==> src/design/two_sum_pair_finder_core_assert.svh <==
// Assertion macros for the two-sum pair finder RTL.
// Included by tsp_dp, which carries concurrent checks; no other dependencies.
`ifndef TWO_SUM_PAIR_FINDER_CORE_ASSERT_SVH
`define TWO_SUM_PAIR_FINDER_CORE_ASSERT_SVH

// same-cycle implication
`define TSP_ASSERT_IMPL(lbl, clk, rst, ante, cons) \
   lbl: assert property (@(posedge clk) disable iff (rst) (ante) |-> (cons)) \
      else $error("tsp assertion failed");

// next-cycle implication
`define TSP_ASSERT_NEXT(lbl, clk, rst, ante, cons) \
   lbl: assert property (@(posedge clk) disable iff (rst) (ante) |=> (cons)) \
      else $error("tsp assertion failed");

`endif

==> src/design/tsp_pkg.sv <==
// Shared types and constants for the two-sum pair finder.
// No dependencies.
package tsp_pkg;

   localparam int DATA_W = 32;

   typedef enum logic [1:0] {
      TSP_IDLE,
      TSP_SCAN,
      TSP_FINISH
   } tsp_state_type;

   typedef enum logic [1:0] {
      ST_SEARCH  = 2'd0,
      ST_FOUND   = 2'd1,
      ST_IGNORED = 2'd2,
      ST_END     = 2'd3
   } tsp_status_type;

   typedef struct packed {
      logic load;
      logic scan;
      logic commit;
   } tsp_cmd_type;

   typedef struct packed {
      logic scan_done;
      logic out_free;
   } tsp_sts_type;

endpackage

==> src/design/tsp_ctrl.sv <==
// Request sequencer of the two-sum pair finder: accept, scan, commit.
// Depends on tsp_pkg.
module tsp_ctrl
   import tsp_pkg::*;
(
   input  logic        clock,
   input  logic        reset,
   input  logic        req_valid,
   output logic        req_stall,
   input  tsp_sts_type sts,
   output tsp_cmd_type cmd
);

   tsp_state_type state_ff, state_in;

   always_comb begin
      state_in = state_ff;
      unique case (state_ff)
         TSP_IDLE: begin
            if (req_valid) state_in = TSP_SCAN;
         end
         TSP_SCAN: begin
            if (sts.scan_done) state_in = TSP_FINISH;
         end
         TSP_FINISH: begin
            if (sts.out_free) state_in = TSP_IDLE;
         end
         default: state_in = TSP_IDLE;
      endcase
   end

   always_comb begin
      cmd       = '0;
      req_stall = 1'b1;
      unique case (state_ff)
         TSP_IDLE: begin
            req_stall = 1'b0;
            cmd.load  = req_valid;
         end
         TSP_SCAN: begin
            cmd.scan = 1'b1;
         end
         TSP_FINISH: begin
            cmd.commit = sts.out_free;
         end
         default: ;
      endcase
   end

   always_ff @(posedge clock) begin
      if (reset) begin
         state_ff <= TSP_IDLE;
      end else begin
         state_ff <= state_in;
      end
   end

endmodule

==> config.mk <==
export PLATFORM = sky130hd
export DESIGN_NAME = tsp_ctrl
export DESIGN_NICKNAME = d
export VERILOG_FILES = /design/src/design/two_sum_pair_finder_core_assert.svh /design/src/design/tsp_pkg.sv /design/src/design/tsp_ctrl.sv
export SDC_FILE = /design/constraint.sdc
export NUM_CORES = 1
export LEC_CHECK = 0
export BUFFER_PORTS_ARGS = -buffer_cell sky130_fd_sc_hd__buf_2
export CAP_MARGIN = 0
export CORE_AREA = 4 4 41 43
export DETAILED_ROUTE_END_ITERATION = 6
export DIE_AREA = 0 0 45 47
export SLEW_MARGIN = 20
export SYNTH_ARGS = -nofsm -noshare
export SYNTH_HDL_FRONTEND = slang
export SYNTH_SLANG_ARGS = --single-unit
==> constraint.sdc <==
create_clock -name clock -period 3.05 [get_ports clock]
set_clock_uncertainty 0.15 [all_clocks]
set_input_delay 0.4575 -clock clock [delete_from_list [all_inputs] [get_ports clock]]
set_output_delay 0.4575 -clock clock [all_outputs]
set_load 0.005 [all_outputs]
==> run metrics <==
ANT cells=0; Place WS=about 1600 ps; Peak supply drop=approximately 0.057 mV; wire length of the first global-routing pass=503 µm; pins over their slew limit=0; CORE AREA=1301 µm²; crit path launch type=register; outcome=completed; Fin. Hold Viols=0; Max-cap violations=0; Worst Path Required=between 2000 and 2500 ps; clock-pin slew of the registers on the worst-case setup and hold paths=around 30 ps; RR Startpoint=state_ff[1]; dominant cell type by area after synthesis=dfxtp_1; total gr overflow=0; min setup slack post-route=1444 ps; largest net degree at the start of global routing=8; GP Congestion=0.5485; Max Buffers Root-to-Sink=2; Hold EP=state_ff[1]; initial antenna violation count=0; FF-to-FF path depth=2; Yosys cell types=12; #FFs+latches synth=2; Die Y=about 47 µm; Hold Startpoint=reset; fill count=164; Post-Syn Area=approximately 120 µm²; DP Wirelength=approximately 250 µm; first-pass iteration count of the detailed router=2; Slowest Stage Delay on Critical Path=between 300 and 400 ps; P per Cell Area=between 500 and 600 nW/µm²; Die Wd=approximately 45 µm; syn_area_per_cell=between 8 and 9 µm²; Total Routed Length=between 300 and 400 µm; Final Util=0.1500; Most flops, register=state_ff; maximum level of the CTS H-tree=1; DR vias/cell=3.333; Peak Freq=between 600 and 700 MHz; vias in the first global route=~150; layout cell share with drive strength beyond 1=0.5417; TritonCTS clock tree=yes; top post-synthesis cells by area=dfxtp_1 33%, nand2b_1 10%, and3b_2 8.2%; clock latency at the later pin of the worst-skew pair=~220 ps; slowest CP cell=dfxtp_1; Vias=130; Tightest Pin Transition=between 150 and 200 ps; I/O pin count=9; WL per Instance=~8 µm; setup violators final=0; syn_nets=19; Hold WC Path Type=in2reg; # hold bufs at CTS=0; CP cell instances=or2_1 -> nor2_1 -> buf_2; Largest regs=state_ff (2); final hold slack=~260 ps; Final Critical Period=between 1500 and 2000 ps; worst path arrival time=1000 ps; postcts setup bufs=0; GRT Util Overall=0.03788; Starting Density=0.09327; die area=2115 µm²; Crit Path Class=reg2out; CP max FO=6; Final ANT Viol Nets=0; worst reg-to-reg setup slack=slightly below 2000 ps; LEAKAGE=a little under 0.1 nW; Cell Rows=13; setup TNS=0 ps; worst hold stages=2; Buf+Inv Stages, Crit Path=1; Post-CTS Resized=0; initial DRC count=1; clk sinks=2; CP delay by family, top=flip-flops; post-synthesis sequential area ratio=0.3299; final worst path period share=0.5266; RSZ-0062 raised after global routing=no; Mapped Cells=14; Max-slew headroom=0.8899; Reg2Reg Capture Point=state_ff[1]; CP Capture Type=output pin; max reg flops=2; synth warn=0; # nets final=31; I/O Buffers=8; Residual DRC=0; Area Growth Syn to Fin=60.83%; root buffer cell=clkbuf_4; Synth top area share=0.3299; CTS Buf Count=3
-- cell usage in the layout, fill, tap and decap left out --
cell,instances
clkbuf_4,3
dfxtp_1,2
a211oi_1,1
nand2b_1,2
buf_2,8
nand3b_1,1
a21oi_1,1
or3b_1,1
or2_1,1
and2b_2,1
nor2_1,1
inv_1,1
and3b_2,1
-- stage by stage --
step	instances	area [µm²]	power [mW]
global route	39	195.2	0.1080
CTS	39	195.2	0.1053
detailed placement	36	172.7	0.04447
floorplan	14	121.4	0.03821
global placement	36	172.7	0.04412
finish	39	195.2	0.1014
-- cell type report --
type / instances / area [µm²] / share of cell area
multi-input combinational: 10 / 70.07 / 0.3590
sequential: 2 / 40.04 / 0.2051
inverter: 1 / 3.754 / 0.01923
tap: 15 / 18.77 / 0.09615
clock buffer: 3 / 22.52 / 0.1154
timing repair buffer: 8 / 40.04 / 0.2051
-- cells in the mapped netlist, drive strengths merged --
| cell | count |
|---|---|
| dfxtp | 2 |
| nand2b | 2 |
| a211oi | 1 |
| a21oi | 1 |
| and2b | 1 |
| and3b | 1 |
| buf | 1 |
| inv | 1 |
| nand3b | 1 |
| nor2 | 1 |
| or2 | 1 |
| or3b | 1 |
-- per-layer routing --
layer	wire, µm	GRT usage	up-vias
li1	-	-	69
met1	97	0.02948	58
met2	192	0.05650	3
met3	21	0	0
met4	0	0.08772	0
met5	0	0	-
-- how the worst max path moves through the flow --
stage,depth (start not counted),end,from,slack [ps]
floorplan,2,cmd[1],state_ff[1],1770
global placement,3,cmd[0],sts[0],1590
detailed placement,3,cmd[0],sts[0],1590
CTS,3,cmd[2],state_ff[1],1430
global route,3,cmd[2],state_ff[1],1350
finish,3,cmd[2],state_ff[1],1440
-- report_power, final --
group	total [mW]	leakage, nW	internal (mW)	switching [mW]
sequential	0.0300	0.0164	0.0280	0.00199
clock	0.0575	0.0138	0.0433	0.0142
combinational	0.0139	0.0675	0.00852	0.00536
-- cells by family after synthesis --
group / Yosys count / share of synthesized area
AND/OR/NAND/NOR: 8 / 0.4743
flip-flops: 2 / 0.3299
AO/OA/AOI/OAI: 2 / 0.1031
buffers and inverters: 2 / 0.09278
No activity file was read; power rests on OpenSTA's default activity.
